## src/sv/hkd_pkg.sv

```systemverilog
// Shared widths, constants, state codes and control structs of the histogram distance scorer.
package hkd_pkg;

  localparam int BinW    = 16;
  localparam int DistW   = 23;
  localparam int TotalW  = 35;
  localparam int CountW  = 13;
  localparam int MeanW   = 23;
  localparam int WeightW = 16;
  localparam int AccW    = DistW + WeightW + 1;

  localparam logic [DistW-1:0]  DistMax  = {DistW{1'b1}};
  localparam logic [TotalW-1:0] TotalMax = {TotalW{1'b1}};

  // Queries beyond this count are dropped from the total and the count
  localparam int MaxQueries = 4096;
  localparam logic [CountW-1:0] CountLimit =
    (MaxQueries < 8191) ? CountW'(MaxQueries) : CountW'(8191);

  typedef enum logic [2:0] {
    StIdle,
    StScore,
    StDrain,
    StTotal,
    StDivStart,
    StDivWait
  } hkd_state_t;

  // Control of one list cell: sorted insert or shift toward the head
  typedef struct packed {
    logic insert;
    logic shift;
  } hkd_cell_ctl_t;

  // Divider status
  typedef struct packed {
    logic busy;
    logic done;
  } hkd_div_stat_t;

endpackage

```

## src/sv/hkd_if.sv

```systemverilog
// Valid/ready channels for bin pair beats and result beats.
interface hkd_in_if;
  logic                        valid;
  logic                        ready;
  logic [hkd_pkg::BinW-1:0]    query_bin;
  logic [hkd_pkg::BinW-1:0]    target_bin;
  logic                        last_bin;
  logic                        last_target;
  logic                        last_query;

  modport source (output valid, output query_bin, output target_bin, output last_bin,
                  output last_target, output last_query, input ready);
  modport sink   (input valid, input query_bin, input target_bin, input last_bin,
                  input last_target, input last_query, output ready);
endinterface

interface hkd_out_if;
  logic                        valid;
  logic                        ready;
  logic [hkd_pkg::TotalW-1:0]  total_score;
  logic [hkd_pkg::CountW-1:0]  query_count;
  logic [hkd_pkg::MeanW-1:0]   mean_score;

  modport source (output valid, output total_score, output query_count,
                  output mean_score, input ready);
  modport sink   (input valid, input total_score, input query_count,
                  input mean_score, output ready);
endinterface

```

## src/sv/hkd_cell.sv

```systemverilog
// One slot of the sorted nearest-distance list.
module hkd_cell (
  input  logic                         clk,
  input  logic                         rst_n,
  input  hkd_pkg::hkd_cell_ctl_t       ctl,
  input  logic [hkd_pkg::DistW-1:0]    ins_dist,
  input  logic                         left_le,
  input  logic [hkd_pkg::DistW-1:0]    left_val,
  input  logic [hkd_pkg::DistW-1:0]    right_val,
  output logic                         le,
  output logic [hkd_pkg::DistW-1:0]    val
);

  logic [hkd_pkg::DistW-1:0] val_r;
  logic [hkd_pkg::DistW-1:0] val_nxt;

  // Keep our entry if it does not exceed the new distance
  assign le  = (val_r <= ins_dist);
  assign val = val_r;

  // Shift takes the right entry; insert keeps, takes new or the left entry
  always_comb begin
    val_nxt = val_r;
    if (ctl.shift) begin
      val_nxt = right_val;
    end else if (ctl.insert && !le) begin
      val_nxt = left_le ? ins_dist : left_val;
    end
  end

  always_ff @(posedge clk) begin
    if (!rst_n) begin
      val_r <= hkd_pkg::DistMax;
    end else begin
      val_r <= val_nxt;
    end
  end

endmodule

```

## src/sv/hkd_div.sv

```systemverilog
// Restoring divider, one quotient bit per cycle, for the mean score.
module hkd_div (
  input  logic                          clk,
  input  logic                          rst_n,
  input  logic                          start,
  input  logic [hkd_pkg::TotalW-1:0]    dividend,
  input  logic [hkd_pkg::CountW-1:0]    divisor,
  output hkd_pkg::hkd_div_stat_t        stat,
  output logic [hkd_pkg::TotalW-1:0]    quotient
);

  localparam int StepW = $clog2(hkd_pkg::TotalW);

  logic                         busy_r;
  logic                         done_r;
  logic [StepW-1:0]             step_r;
  logic [hkd_pkg::TotalW-1:0]   quo_r;
  logic [hkd_pkg::CountW-1:0]   rem_r;
  logic [hkd_pkg::CountW:0]     trial;
  logic                         ge;
  logic [hkd_pkg::CountW:0]     diff;

  // Bring down the next dividend bit and try a subtract
  assign trial = {rem_r, quo_r[hkd_pkg::TotalW-1]};
  assign ge    = (trial >= {1'b0, divisor});
  assign diff  = trial - {1'b0, divisor};

  assign stat.busy = busy_r;
  assign stat.done = done_r;
  assign quotient  = quo_r;

  // Sequence the steps
  always_ff @(posedge clk) begin
    if (!rst_n) begin
      busy_r <= 1'b0;
      done_r <= 1'b0;
      step_r <= '0;
    end else if (start) begin
      busy_r <= 1'b1;
      done_r <= 1'b0;
      step_r <= '0;
    end else if (busy_r) begin
      step_r <= step_r + StepW'(1);
      if (step_r == StepW'(hkd_pkg::TotalW - 1)) begin
        busy_r <= 1'b0;
        done_r <= 1'b1;
      end
    end
  end

  // Shift quotient bits in and keep the partial remainder
  always_ff @(posedge clk) begin
    if (start) begin
      quo_r <= dividend;
      rem_r <= '0;
    end else if (busy_r) begin
      quo_r <= {quo_r[hkd_pkg::TotalW-2:0], ge};
      rem_r <= ge ? diff[hkd_pkg::CountW-1:0] : trial[hkd_pkg::CountW-1:0];
    end
  end

endmodule

```

## src/sv/histogram_knn_distance_score.sv

```systemverilog
// Top level of the K-nearest L1 histogram distance scorer.
//
// in_bus carries one bin pair per beat (query_bin, target_bin, unsigned Q7.9)
// with last_bin / last_target / last_query flags; out_bus carries one result
// beat (total_score, query_count, mean_score) per final query.
// A bin beat is taken every cycle while the block is idle. The L1 sum of a
// pair is formed on the fly; on last_bin it is inserted into a row of
// K_NEAREST cells in the same cycle. On last_target the row shifts its
// entries into one multiplier, one per cycle, and refills with the empty
// sentinel; input is held off after that beat through the drain and total steps.
// On last_query a divider start step follows, and the block waits for the
// bit-serial divider to form the mean before it loads the result beat.
// The result waits in an output register, and bin beats for the next run
// are taken while it waits. A further final query stalls in the divider
// stage until the previous result beat has been taken.
// Synchronous reset clears the list to the sentinel, the pair sum, the
// total and the count, and drops any pending result.
module histogram_knn_distance_score #(
  parameter int K_NEAREST = 5
) (
  input  logic     clk,
  input  logic     rst_n,
  hkd_in_if.sink   in_bus,
  hkd_out_if.source out_bus
);

  localparam int CntW = (K_NEAREST > 1) ? $clog2(K_NEAREST) : 1;
  localparam int DW   = hkd_pkg::DistW;
  localparam int AW   = hkd_pkg::AccW;

  hkd_pkg::hkd_state_t state_r;
  hkd_pkg::hkd_state_t state_nxt;

  logic [DW-1:0]                 pair_r;
  logic [CntW-1:0]               cnt_r;
  logic                          qlast_r;
  logic [DW+hkd_pkg::WeightW-1:0] prod_r;
  logic                          prod_v_r;
  logic [AW-1:0]                 acc_r;
  logic [hkd_pkg::TotalW-1:0]    total_r;
  logic [hkd_pkg::CountW-1:0]    count_r;

  logic                          out_valid_r;
  logic [hkd_pkg::TotalW-1:0]    out_total_r;
  logic [hkd_pkg::CountW-1:0]    out_count_r;
  logic [hkd_pkg::MeanW-1:0]     out_mean_r;

  logic                          accept;
  logic [hkd_pkg::BinW-1:0]      bin_diff;
  logic [DW:0]                   pair_sum;
  logic [DW-1:0]                 pair_dist;
  logic [DW-1:0]                 score;
  logic [hkd_pkg::TotalW:0]      total_sum;
  logic [hkd_pkg::TotalW-1:0]    total_sat;
  logic                          out_free;
  logic                          load_out;
  logic                          div_start;
  logic [DW-1:0]                 mean_sat;
  hkd_pkg::hkd_cell_ctl_t        cell_ctl;
  hkd_pkg::hkd_div_stat_t        div_stat;
  logic [hkd_pkg::TotalW-1:0]    div_quo;

  logic [hkd_pkg::WeightW-1:0]   weight_w [K_NEAREST];
  logic [DW-1:0]                 cell_val [K_NEAREST];
  logic                          cell_le  [K_NEAREST];
  logic                          left_le_w  [K_NEAREST];
  logic [DW-1:0]                 left_val_w [K_NEAREST];
  logic [DW-1:0]                 right_val_w[K_NEAREST];

  assign accept   = in_bus.valid && in_bus.ready;
  assign out_free = !out_valid_r || out_bus.ready;

  // Absolute bin difference and saturating pair sum
  assign bin_diff  = (in_bus.query_bin >= in_bus.target_bin) ?
                     (in_bus.query_bin - in_bus.target_bin) :
                     (in_bus.target_bin - in_bus.query_bin);
  assign pair_sum  = {1'b0, pair_r} + {{(DW + 1 - hkd_pkg::BinW){1'b0}}, bin_diff};
  assign pair_dist = pair_sum[DW] ? hkd_pkg::DistMax : pair_sum[DW-1:0];

  // Per-query score and saturating total
  assign score     = acc_r[AW-1] ? hkd_pkg::DistMax : acc_r[AW-2:hkd_pkg::WeightW];
  assign total_sum = {1'b0, total_r} + {{(hkd_pkg::TotalW + 1 - DW){1'b0}}, score};
  assign total_sat = total_sum[hkd_pkg::TotalW] ? hkd_pkg::TotalMax :
                     total_sum[hkd_pkg::TotalW-1:0];

  // Saturate the quotient to the mean range
  assign mean_sat = (count_r == '0) ? '0 :
                    (|div_quo[hkd_pkg::TotalW-1:DW]) ? hkd_pkg::DistMax : div_quo[DW-1:0];

  // Weight table and the row of list cells
  for (genvar i = 0; i < K_NEAREST; i++) begin : g_cell
    localparam int WRaw = ((K_NEAREST - i) * 65536) / (K_NEAREST * K_NEAREST);
    assign weight_w[i] = (WRaw > 65535) ? {hkd_pkg::WeightW{1'b1}} :
                         hkd_pkg::WeightW'(WRaw);

    if (i == 0) begin : g_head
      assign left_le_w[i]  = 1'b1;
      assign left_val_w[i] = hkd_pkg::DistMax;
    end else begin : g_body
      assign left_le_w[i]  = cell_le[i-1];
      assign left_val_w[i] = cell_val[i-1];
    end

    if (i == K_NEAREST - 1) begin : g_tail
      assign right_val_w[i] = hkd_pkg::DistMax;
    end else begin : g_mid
      assign right_val_w[i] = cell_val[i+1];
    end

    hkd_cell u_cell (
      .clk       (clk),
      .rst_n     (rst_n),
      .ctl       (cell_ctl),
      .ins_dist  (pair_dist),
      .left_le   (left_le_w[i]),
      .left_val  (left_val_w[i]),
      .right_val (right_val_w[i]),
      .le        (cell_le[i]),
      .val       (cell_val[i])
    );
  end

  hkd_div u_div (
    .clk      (clk),
    .rst_n    (rst_n),
    .start    (div_start),
    .dividend (total_r),
    .divisor  (count_r),
    .stat     (div_stat),
    .quotient (div_quo)
  );

  // Next state
  always_comb begin
    state_nxt = state_r;
    case (state_r)
      hkd_pkg::StIdle: begin
        if (accept && in_bus.last_bin && in_bus.last_target) begin
          state_nxt = hkd_pkg::StScore;
        end
      end
      hkd_pkg::StScore: begin
        if (cnt_r == CntW'(K_NEAREST - 1)) begin
          state_nxt = hkd_pkg::StDrain;
        end
      end
      hkd_pkg::StDrain: begin
        state_nxt = hkd_pkg::StTotal;
      end
      hkd_pkg::StTotal: begin
        state_nxt = qlast_r ? hkd_pkg::StDivStart : hkd_pkg::StIdle;
      end
      hkd_pkg::StDivStart: begin
        state_nxt = hkd_pkg::StDivWait;
      end
      hkd_pkg::StDivWait: begin
        if (div_stat.done && out_free) begin
          state_nxt = hkd_pkg::StIdle;
        end
      end
      default: begin
        state_nxt = hkd_pkg::StIdle;
      end
    endcase
  end

  // Control outputs
  always_comb begin
    in_bus.ready    = 1'b0;
    cell_ctl.insert = 1'b0;
    cell_ctl.shift  = 1'b0;
    div_start       = 1'b0;
    load_out        = 1'b0;
    case (state_r)
      hkd_pkg::StIdle: begin
        in_bus.ready    = 1'b1;
        cell_ctl.insert = in_bus.valid && in_bus.last_bin;
      end
      hkd_pkg::StScore: begin
        cell_ctl.shift = 1'b1;
      end
      hkd_pkg::StDivStart: begin
        div_start = 1'b1;
      end
      hkd_pkg::StDivWait: begin
        load_out = div_stat.done && out_free;
      end
      default: begin
        in_bus.ready = 1'b0;
      end
    endcase
  end

  always_ff @(posedge clk) begin
    if (!rst_n) begin
      state_r <= hkd_pkg::StIdle;
    end else begin
      state_r <= state_nxt;
    end
  end

  // Hold the pair sum and the end-of-query flag
  always_ff @(posedge clk) begin
    if (!rst_n) begin
      pair_r  <= '0;
      qlast_r <= 1'b0;
    end else if (accept) begin
      pair_r  <= in_bus.last_bin ? '0 : pair_dist;
      qlast_r <= in_bus.last_query;
    end
  end

  // Weight the list head by head: multiply, then accumulate next cycle
  always_ff @(posedge clk) begin
    if (!rst_n) begin
      cnt_r    <= '0;
      prod_v_r <= 1'b0;
      acc_r    <= '0;
    end else if (state_r == hkd_pkg::StIdle) begin
      cnt_r    <= '0;
      prod_v_r <= 1'b0;
      acc_r    <= '0;
    end else if (state_r == hkd_pkg::StScore) begin
      cnt_r    <= cnt_r + CntW'(1);
      prod_v_r <= 1'b1;
      if (prod_v_r) begin
        acc_r <= acc_r + AW'(prod_r);
      end
    end else if (state_r == hkd_pkg::StDrain) begin
      acc_r <= acc_r + AW'(prod_r);
    end
  end

  always_ff @(posedge clk) begin
    if (state_r == hkd_pkg::StScore) begin
      prod_r <= cell_val[0] * weight_w[cnt_r];
    end
  end

  // Add the query score unless the count limit is reached; clear after a result
  always_ff @(posedge clk) begin
    if (!rst_n) begin
      total_r <= '0;
      count_r <= '0;
    end else if (load_out) begin
      total_r <= '0;
      count_r <= '0;
    end else if (state_r == hkd_pkg::StTotal && count_r < hkd_pkg::CountLimit) begin
      total_r <= total_sat;
      count_r <= count_r + hkd_pkg::CountW'(1);
    end
  end

  // Result register
  always_ff @(posedge clk) begin
    if (!rst_n) begin
      out_valid_r <= 1'b0;
    end else if (load_out) begin
      out_valid_r <= 1'b1;
    end else if (out_bus.ready) begin
      out_valid_r <= 1'b0;
    end
  end

  always_ff @(posedge clk) begin
    if (load_out) begin
      out_total_r <= total_r;
      out_count_r <= count_r;
      out_mean_r  <= mean_sat;
    end
  end

  assign out_bus.valid       = out_valid_r;
  assign out_bus.total_score = out_total_r;
  assign out_bus.query_count = out_count_r;
  assign out_bus.mean_score  = out_mean_r;

`ifndef SYNTH
  // End of a query holds off the next bin beat
  a_query_end_stalls: assert property (@(posedge clk) disable iff (!rst_n)
    (accept && in_bus.last_bin && in_bus.last_target) |=> !in_bus.ready)
    else $error("bin beat taken during scoring pass");

  // Scoring pass leaves the list refilled with the sentinel
  a_list_refilled: assert property (@(posedge clk) disable iff (!rst_n)
    (state_r == hkd_pkg::StDrain) |->
      (cell_val[0] == hkd_pkg::DistMax && cell_val[K_NEAREST-1] == hkd_pkg::DistMax))
    else $error("list not refilled after scoring pass");

  // Dropped queries leave the total alone
  a_limit_holds_total: assert property (@(posedge clk) disable iff (!rst_n)
    (state_r == hkd_pkg::StTotal && count_r >= hkd_pkg::CountLimit) |=> $stable(total_r))
    else $error("total changed past the query limit");

  // Divider is free when a division starts
  a_div_free: assert property (@(posedge clk) disable iff (!rst_n)
    (state_r == hkd_pkg::StDivStart) |-> !div_stat.busy)
    else $error("division started while divider busy");

  // A new result always counts at least one query
  a_result_count: assert property (@(posedge clk) disable iff (!rst_n)
    $rose(out_valid_r) |-> (out_count_r != '0))
    else $error("result with zero query count");
`endif

endmodule

```

## src/flat_wrapper.sv

```systemverilog
// flat-port wrapper written by rule: the top's interface ports become plain ports
module histogram_knn_distance_score_flat 
#(
  parameter int K_NEAREST = 5
)
  (clk, rst_n, in_bus_valid, in_bus_query_bin, in_bus_target_bin, in_bus_last_bin, in_bus_last_target, in_bus_last_query, in_bus_ready, out_bus_valid, out_bus_total_score, out_bus_query_count, out_bus_mean_score, out_bus_ready);
  hkd_in_if in_bus_i ();
  hkd_out_if out_bus_i ();
  input  logic clk;
  input  logic rst_n;
  input wire logic [$bits(in_bus_i.valid)-1:0] in_bus_valid;
  input wire logic [$bits(in_bus_i.query_bin)-1:0] in_bus_query_bin;
  input wire logic [$bits(in_bus_i.target_bin)-1:0] in_bus_target_bin;
  input wire logic [$bits(in_bus_i.last_bin)-1:0] in_bus_last_bin;
  input wire logic [$bits(in_bus_i.last_target)-1:0] in_bus_last_target;
  input wire logic [$bits(in_bus_i.last_query)-1:0] in_bus_last_query;
  output wire logic [$bits(in_bus_i.ready)-1:0] in_bus_ready;
  output wire logic [$bits(out_bus_i.valid)-1:0] out_bus_valid;
  output wire logic [$bits(out_bus_i.total_score)-1:0] out_bus_total_score;
  output wire logic [$bits(out_bus_i.query_count)-1:0] out_bus_query_count;
  output wire logic [$bits(out_bus_i.mean_score)-1:0] out_bus_mean_score;
  input wire logic [$bits(out_bus_i.ready)-1:0] out_bus_ready;
  assign in_bus_i.valid = in_bus_valid;
  assign in_bus_i.query_bin = in_bus_query_bin;
  assign in_bus_i.target_bin = in_bus_target_bin;
  assign in_bus_i.last_bin = in_bus_last_bin;
  assign in_bus_i.last_target = in_bus_last_target;
  assign in_bus_i.last_query = in_bus_last_query;
  assign in_bus_ready = in_bus_i.ready;
  assign out_bus_valid = out_bus_i.valid;
  assign out_bus_total_score = out_bus_i.total_score;
  assign out_bus_query_count = out_bus_i.query_count;
  assign out_bus_mean_score = out_bus_i.mean_score;
  assign out_bus_i.ready = out_bus_ready;
  histogram_knn_distance_score #(.K_NEAREST(K_NEAREST)) u_core (.clk(clk), .rst_n(rst_n), .in_bus(in_bus_i), .out_bus(out_bus_i));
endmodule
```

## config.mk

```make
export PLATFORM = sky130hd
export DESIGN_NAME = histogram_knn_distance_score_flat
export DESIGN_NICKNAME = d
export VERILOG_FILES = /design/src/sv/hkd_pkg.sv /design/src/sv/hkd_if.sv /design/src/sv/hkd_cell.sv /design/src/sv/hkd_div.sv /design/src/sv/histogram_knn_distance_score.sv /design/src/flat_wrapper.sv
export SDC_FILE = /design/constraint.sdc
export NUM_CORES = 2
export LEC_CHECK = 0
export ABC_AREA = 1
export BUFFER_PORTS_ARGS = -buffer_cell sky130_fd_sc_hd__buf_2
export CAP_MARGIN = 20
export CORE_MARGIN = 2
export CORE_UTILIZATION = 40
export CTS_BUF_LIST = sky130_fd_sc_hd__clkbuf_2
export DETAILED_ROUTE_END_ITERATION = 12
export PLACE_DENSITY = 0.67
export SLEW_MARGIN = 5
export SYNTH_ARGS = -nofsm -noshare
export SYNTH_HDL_FRONTEND = slang
export SYNTH_HIERARCHICAL = 1
export SYNTH_SLANG_ARGS = --single-unit
```

## constraint.sdc

```tcl
create_clock -name clk -period 8.35 [get_ports clk]
set_input_delay 1.67 -clock clk [delete_from_list [all_inputs] [get_ports clk]]
set_output_delay 1.67 -clock clk [all_outputs]
set_load 0.02 [all_outputs]
```

Word-level counts from Yosys, hierarchy flattened

Memories as Yosys holds them, arrays and structs flattened.
Index checks and enable logic that the tools add are counted.

Bits of input ports: 39
Logic and storage cells: 132
ROM bits: 128
Memories kept: 1
Register bits: 401

Memory list:

| memory           | depth | bits a word | read ports | clocked after Yosys merged registers in | wr ports | line                                | source |
|---|---|---|---|---|---|---|---|
| (name not given) | 8     | 16          | 1          | 0                                       | 0        | histogram_knn_distance_score.sv:236 | `prod_r <= cell_val[0] * weight_w[cnt_r];` |

Add/subtract/negate cells: 9
Equality and inequality tests: 11
$mul: 1
Bitwise gates (word level): 2
Reduce and logical (&&, ||, !) cells: 35
$lt $le $gt $ge: 9
Multiplexer cells: 41

Operators with widths:

| cell                  | count |
|---|---|
| $mux 23               | 16 |
| $mux 40               | 3 |
| $le 23x23->1          | 5 |
| $mux 35               | 3 |
| $mux 16               | 3 |
| $add 40x39->40        | 1 |
| $mul 23x16->39        | 1 |
| $add 35x23->36        | 1 |
| $sub 16x16->16        | 2 |
| $add 23x16->24        | 1 |
| $pmux 3 s6            | 1 |
| $ge 16x16->1          | 1 |
| $ge 14x13->1          | 1 |
| $reduce_bool 2->1     | 7 |
| $add 13x1->13 const B | 1 |
| $logic_not 13->1      | 1 |
| $lt 13x13->1 const B  | 1 |
| $mux 13               | 1 |
| $sub 13x13->13        | 1 |
| $mux 3                | 4 |
| $reduce_or 12->1      | 1 |
| $logic_and 1x1->1     | 11 |
| $mux 1                | 10 |
| $eq 3x3->1 const B    | 3 |
| other kinds (15)      | 28 |

Logic depth before layout (Yosys ltp)

Depth in word-level cells: 9
Mapped depth: 46

Cells and area by module

Netlist, hierarchy kept.

By module, submodules not included:

| module                       | cells an instance | sequential area each (µm²) | times used | area each (µm²) |
|---|---|---|---|---|
| histogram_knn_distance_score | 3792              | 5705.5                     | 1          | 27177.3 |
| hkd_cell                     | 318               | 460.4                      | 5          | 2147.1 |
| hkd_div                      | 467               | 1471.4                     | 1          | 3407.0 |

Worst setup path before layout

No wires, ideal clock.

Path type: input to register
Start point: in out_bus_ready
End point: reg u_core/total_r[23] in the netlist's numbering
Stages on the path: 7
Arrival time: 6.604 ns
Required time: 8.241 ns
Setup slack: 1.637 ns
Cell sequence: o21ai_0 -> nor4_2 -> nor2_1 -> buf_2 -> buf_6 -> nand2_1 -> inv_1

Word-level cells in the longest chain between the ends: 4

RTL lines:

| item                             | line                                | source |
|---|---|---|
| start: declaration               | flat_wrapper.sv:22                  | `input wire logic [$bits(out_bus_i.ready)-1:0] out_bus_ready;` |
| $logic_or 1x1->1                 | histogram_knn_distance_score.sv:71  | `assign out_free = !out_valid_r \|\| out_bus.ready;` |
| $logic_and 1x1->1                | histogram_knn_distance_score.sv:186 | `load_out = div_stat.done && out_free;` |
| $mux 1                           | histogram_knn_distance_score.sv:174 | `case (state_r)` |
| net u_core.load_out              | histogram_knn_distance_score.sv:56  | `logic load_out;` |
| $reduce_or 2->1 (no source line) | --                                  |  |
| end signal: assignment           | histogram_knn_distance_score.sv:249 | `total_r <= total_sat;` |
| end: declaration                 | histogram_knn_distance_score.sv:40  | `logic [hkd_pkg::TotalW-1:0] total_r;` |

The timed path passes the listed nets, and every way through them passes these cells.
A chain may end at the register's enable or synchronous reset.

Worst setup path after layout

Start point: reg u_core.cnt_r[2]
End point: reg u_core/prod_r[24] in the netlist's numbering (data pin)

Word-level cells in the longest chain between the ends: 5

RTL lines:

| item                                        | line                                | source |
|---|---|---|
| start: declaration                          | histogram_knn_distance_score.sv:35  | `logic [CntW-1:0] cnt_r;` |
| start signal: assignment                    | histogram_knn_distance_score.sv:224 | `cnt_r <= cnt_r + CntW'(1);` |
| $not 3->4 (implied by the code)             | histogram_knn_distance_score.sv:236 |  |
| $mem_v2 8x16                                | --                                  |  |
| $mux 16 (implied by the code) (2 in series) | histogram_knn_distance_score.sv:236 |  |
| $mul 23x16->39                              | histogram_knn_distance_score.sv:236 |  |
| end signal: assignment                      | histogram_knn_distance_score.sv:236 |  |
| end: declaration                            | histogram_knn_distance_score.sv:37  | `logic [DW+hkd_pkg::WeightW-1:0] prod_r;` |

Every way passes these cells. The select of a mux whose other input is x is not followed.

==> flow_metrics.py <==
metrics = {
    "hold_path": {
        "hp-class": "reg -> reg",
        "hold_depth": 1,
        "min_to": "u_core/u_div/done_r$_SDFFE_PP0P_",
        "holdCritStartpoint": "u_core/u_div/done_r$_SDFFE_PP0P_",
    },
    "floorplanning": {
        "core_sq_um": 102000,
        "die_x_um": 325,
        "start_util": 0.405,
        "io_pins": 112,
        "rows": 117,
        "die_h_um": 325,
        "die-area_sq_um": 106000,
    },
    "sta": {
        "slew_headroom": 0.243,
        "tightest_slew_ps": 1130,
        "fmax_mhz": 144,
        "fin_worst_skew_ps": 130,
        "hold_viol_final": 0,
        "fin_crit_sh": 0.833,
        "fin_crit_ps": 6960,
        "maxSlewViolCount": 0,
        "setup_viol": 0,
        "fin_tns_setup_ps": 0,
        "rsz0062_at_grt": "false",
    },
    "setup_path": {
        "rr_worst_depth": 21,
        "critPathMostFrequentCell": "fa_1",
        "slowest_delay_ps": 710,
        "cp.required_ps": 9240,
        "startpoint_type": "register",
        "critPathCaptureType": "register",
        "crit_slowest_cell": "clkinv_1",
        "crit_path_max_fanout": 22,
        "worstSetupPathType": "reg -> reg",
        "r2r_slack_ps": 1390,
        "rr_startpoint": "u_core/cnt_r[2]$_SDFFE_PP0P_",
        "reg2reg_to": "u_core/prod_r[24]$_DFFE_PP_",
        "crit_path_cell_trace": "nor2_1 -> clkinv_1 -> buf_4 -> nand2_1 -> fa_1 -> fa_1 -> fa_1 -> inv_1 -> fa_1 -> fa_1 -> inv_1 -> fa_1 -> inv_1 -> ha_1 -> nand2_1 -> nor2_1 -> nand2_1 -> o21ai_0 -> nand2_1 -> o211ai_1 -> nand2_1",
        "critPathArrivalTime_ps": 7850,
    },
    "place": {
        "gp_congestion": 0.949,
        "port_buffers": 111,
        "dp.final_hpwl_um": 88700,
    },
    "global_routing": {
        "overflow": 0,
        "antenna_found_initial": 1,
        "grt_start_max_net_pins": 168,
        "grt_pass1_vias": 35600,
        "grt_pass1_wl_um": 184000,
        "grt.total_usage": 0.211,
    },
    "synth": {
        "syn-instance-count": 5847,
        "synth_area_sq_um": 41300,
        "synth-warning-count": 6,
        "avgSynthCellArea_sq_um": 7.06,
    },
    "clocking": {
        "root_buffer": "clkbuf_2",
        "postCtsSetupBuffers": 0,
        "clk_pin_slew_ps": 100,
        "cts-hold-fix-buffers": 0,
        "clk_path_buf_depth": 3,
        "clock-sinks": 401,
        "cts_buffers": 107,
        "htreeDepth": 3,
        "clkLatencyLatePin_ps": 1170,
        "cts_resized": 0,
        "cts_tree": "done",
    },
    "drt": {
        "vias": 37000,
        "ant_nets": 0,
        "viasPerCell": 4.99,
        "drt_wl_total_um": 114000,
        "wl_per_cell_um": 15.3,
        "drc": 0,
        "first_pass_iters": 6,
        "drtIter0Drc": 2770,
    },
    "layout": {
        "nFillCells": 10500,
        "area.sequential_sq_um": 9480,
        "nets": 6625,
        "drive_gt1_frac": 0.107,
        "syn_to_final_growth_pct": 6.77,
        "multi_input_area_sq_um": 27100,
    },
    "job": {
        "maxCapViolCount": 0,
    },
    "run_status": {
        "status": "complete, no violations",
    },
}
-- area by class of cell --
class,count,area share
flip-flops and latches,401,0.215
diodes,1,0.0000567
well taps,1368,0.0388
clock inverters,43,0.00525
clock buffers,156,0.0177
multi-input cells,4249,0.614
inverters,1056,0.0899
repair buffers,146,0.0197
-- stage by stage --
stage	cell area [sq um]	utilization	instances	hold slack, ps	setup WS (ps)
after global routing	44100	0.432	7420	499	1030
after global placement	43000	0.422	7217	446	729
final	44100	0.432	7420	470	1390
after floorplan	41500	-	5893	441	1640
after detailed placement	43000	0.422	7218	451	676
after CTS	44100	0.432	7417	476	1550
-- sequential cells by signal, summed over array words and instances (netlist names), 3 cells and up --
signal / count
u_core/acc_r: 40
u_core/total_r: 35
u_core/prod_r: 39
u_core/out_bus.query_count: 13
u_core/g_cell.u_cell/val: 115
u_core/u_div/quotient: 35
u_core/state_r: 3
u_core/u_div/step_r: 6
u_core/out_bus.mean_score: 23
u_core/out_bus.total_score: 35
u_core/u_div/rem_r: 13
u_core/pair_r: 23
u_core/count_r: 13
u_core/cnt_r: 3
-- worst max-delay path, delay by kind of cell (launching register included) --
family                   cells  cell delay [ps]
AND/OR/NAND/NOR              7             1010
adder cells (fa/ha/maj)      7             3390
flip-flops                   1              400
AO/OA/AOI/OAI                2              610
buffers and inverters        5             1380
-- how the worst max path moves through the flow --
| stage | from | to | cells past startpoint |
|---|---|---|---|
| after floorplan | out_bus_ready | u_core/total_r[23]$_SDFFE_PP0P_ | 7 |
| after global placement | in_bus_query_bin[2] | u_core/g_cell[4].u_cell/val[8]$_SDFFE_PN1P_ | 38 |
| after detailed placement | in_bus_query_bin[2] | u_core/g_cell[3].u_cell/val[0]$_SDFFE_PN1P_ | 42 |
| after CTS | u_core/cnt_r[0]$_SDFFE_PP0P_ | u_core/prod_r[35]$_DFFE_PP_ | 23 |
| after global routing | u_core/cnt_r[2]$_SDFFE_PP0P_ | u_core/prod_r[35]$_DFFE_PP_ | 21 |
| final | u_core/cnt_r[2]$_SDFFE_PP0P_ | u_core/prod_r[24]$_DFFE_PP_ | 21 |
-- cells in the final DEF, fill, tap and decap left out, types with 6 or more instances in the layout --
master	n
nor2_4	9
o21ai_1	38
nor4_1	9
nand3_2	113
dfxtp_1	256
a21boi_0	6
o21bai_1	32
nand2_2	120
clkinv_1	33
buf_4	32
edfxtp_1	145
nand4_1	35
a21oi_1	243
nand2_1	1637
clkinv_2	14
nand2_4	6
o21a_1	9
inv_2	12
nor2_1	382
ha_1	367
o211ai_1	6
buf_2	110
conb_1	47
o21ai_0	349
nand3_1	340
nor2_2	13
clkbuf_2	156
xor2_1	62
inv_1	1035
nor3_1	36
xnor2_1	32
or2_2	29
nand3b_1	16
a21o_1	13
nand3_4	7
fa_1	258
-- layer usage --
metal / GRT usage / vias to the layer above / routed length [um]
li1: - / 18600 / -
met1: 0.284 / 17300 / 51400
met2: 0.349 / 1011 / 52300
met3: 0.0315 / 190 / 6930
met4: 0.0618 / 0 / 2880
met5: 0 / - / 0
Power is not shown: default switching activity piles up to over one toggle a cycle in this logic, so the estimate is an artifact.
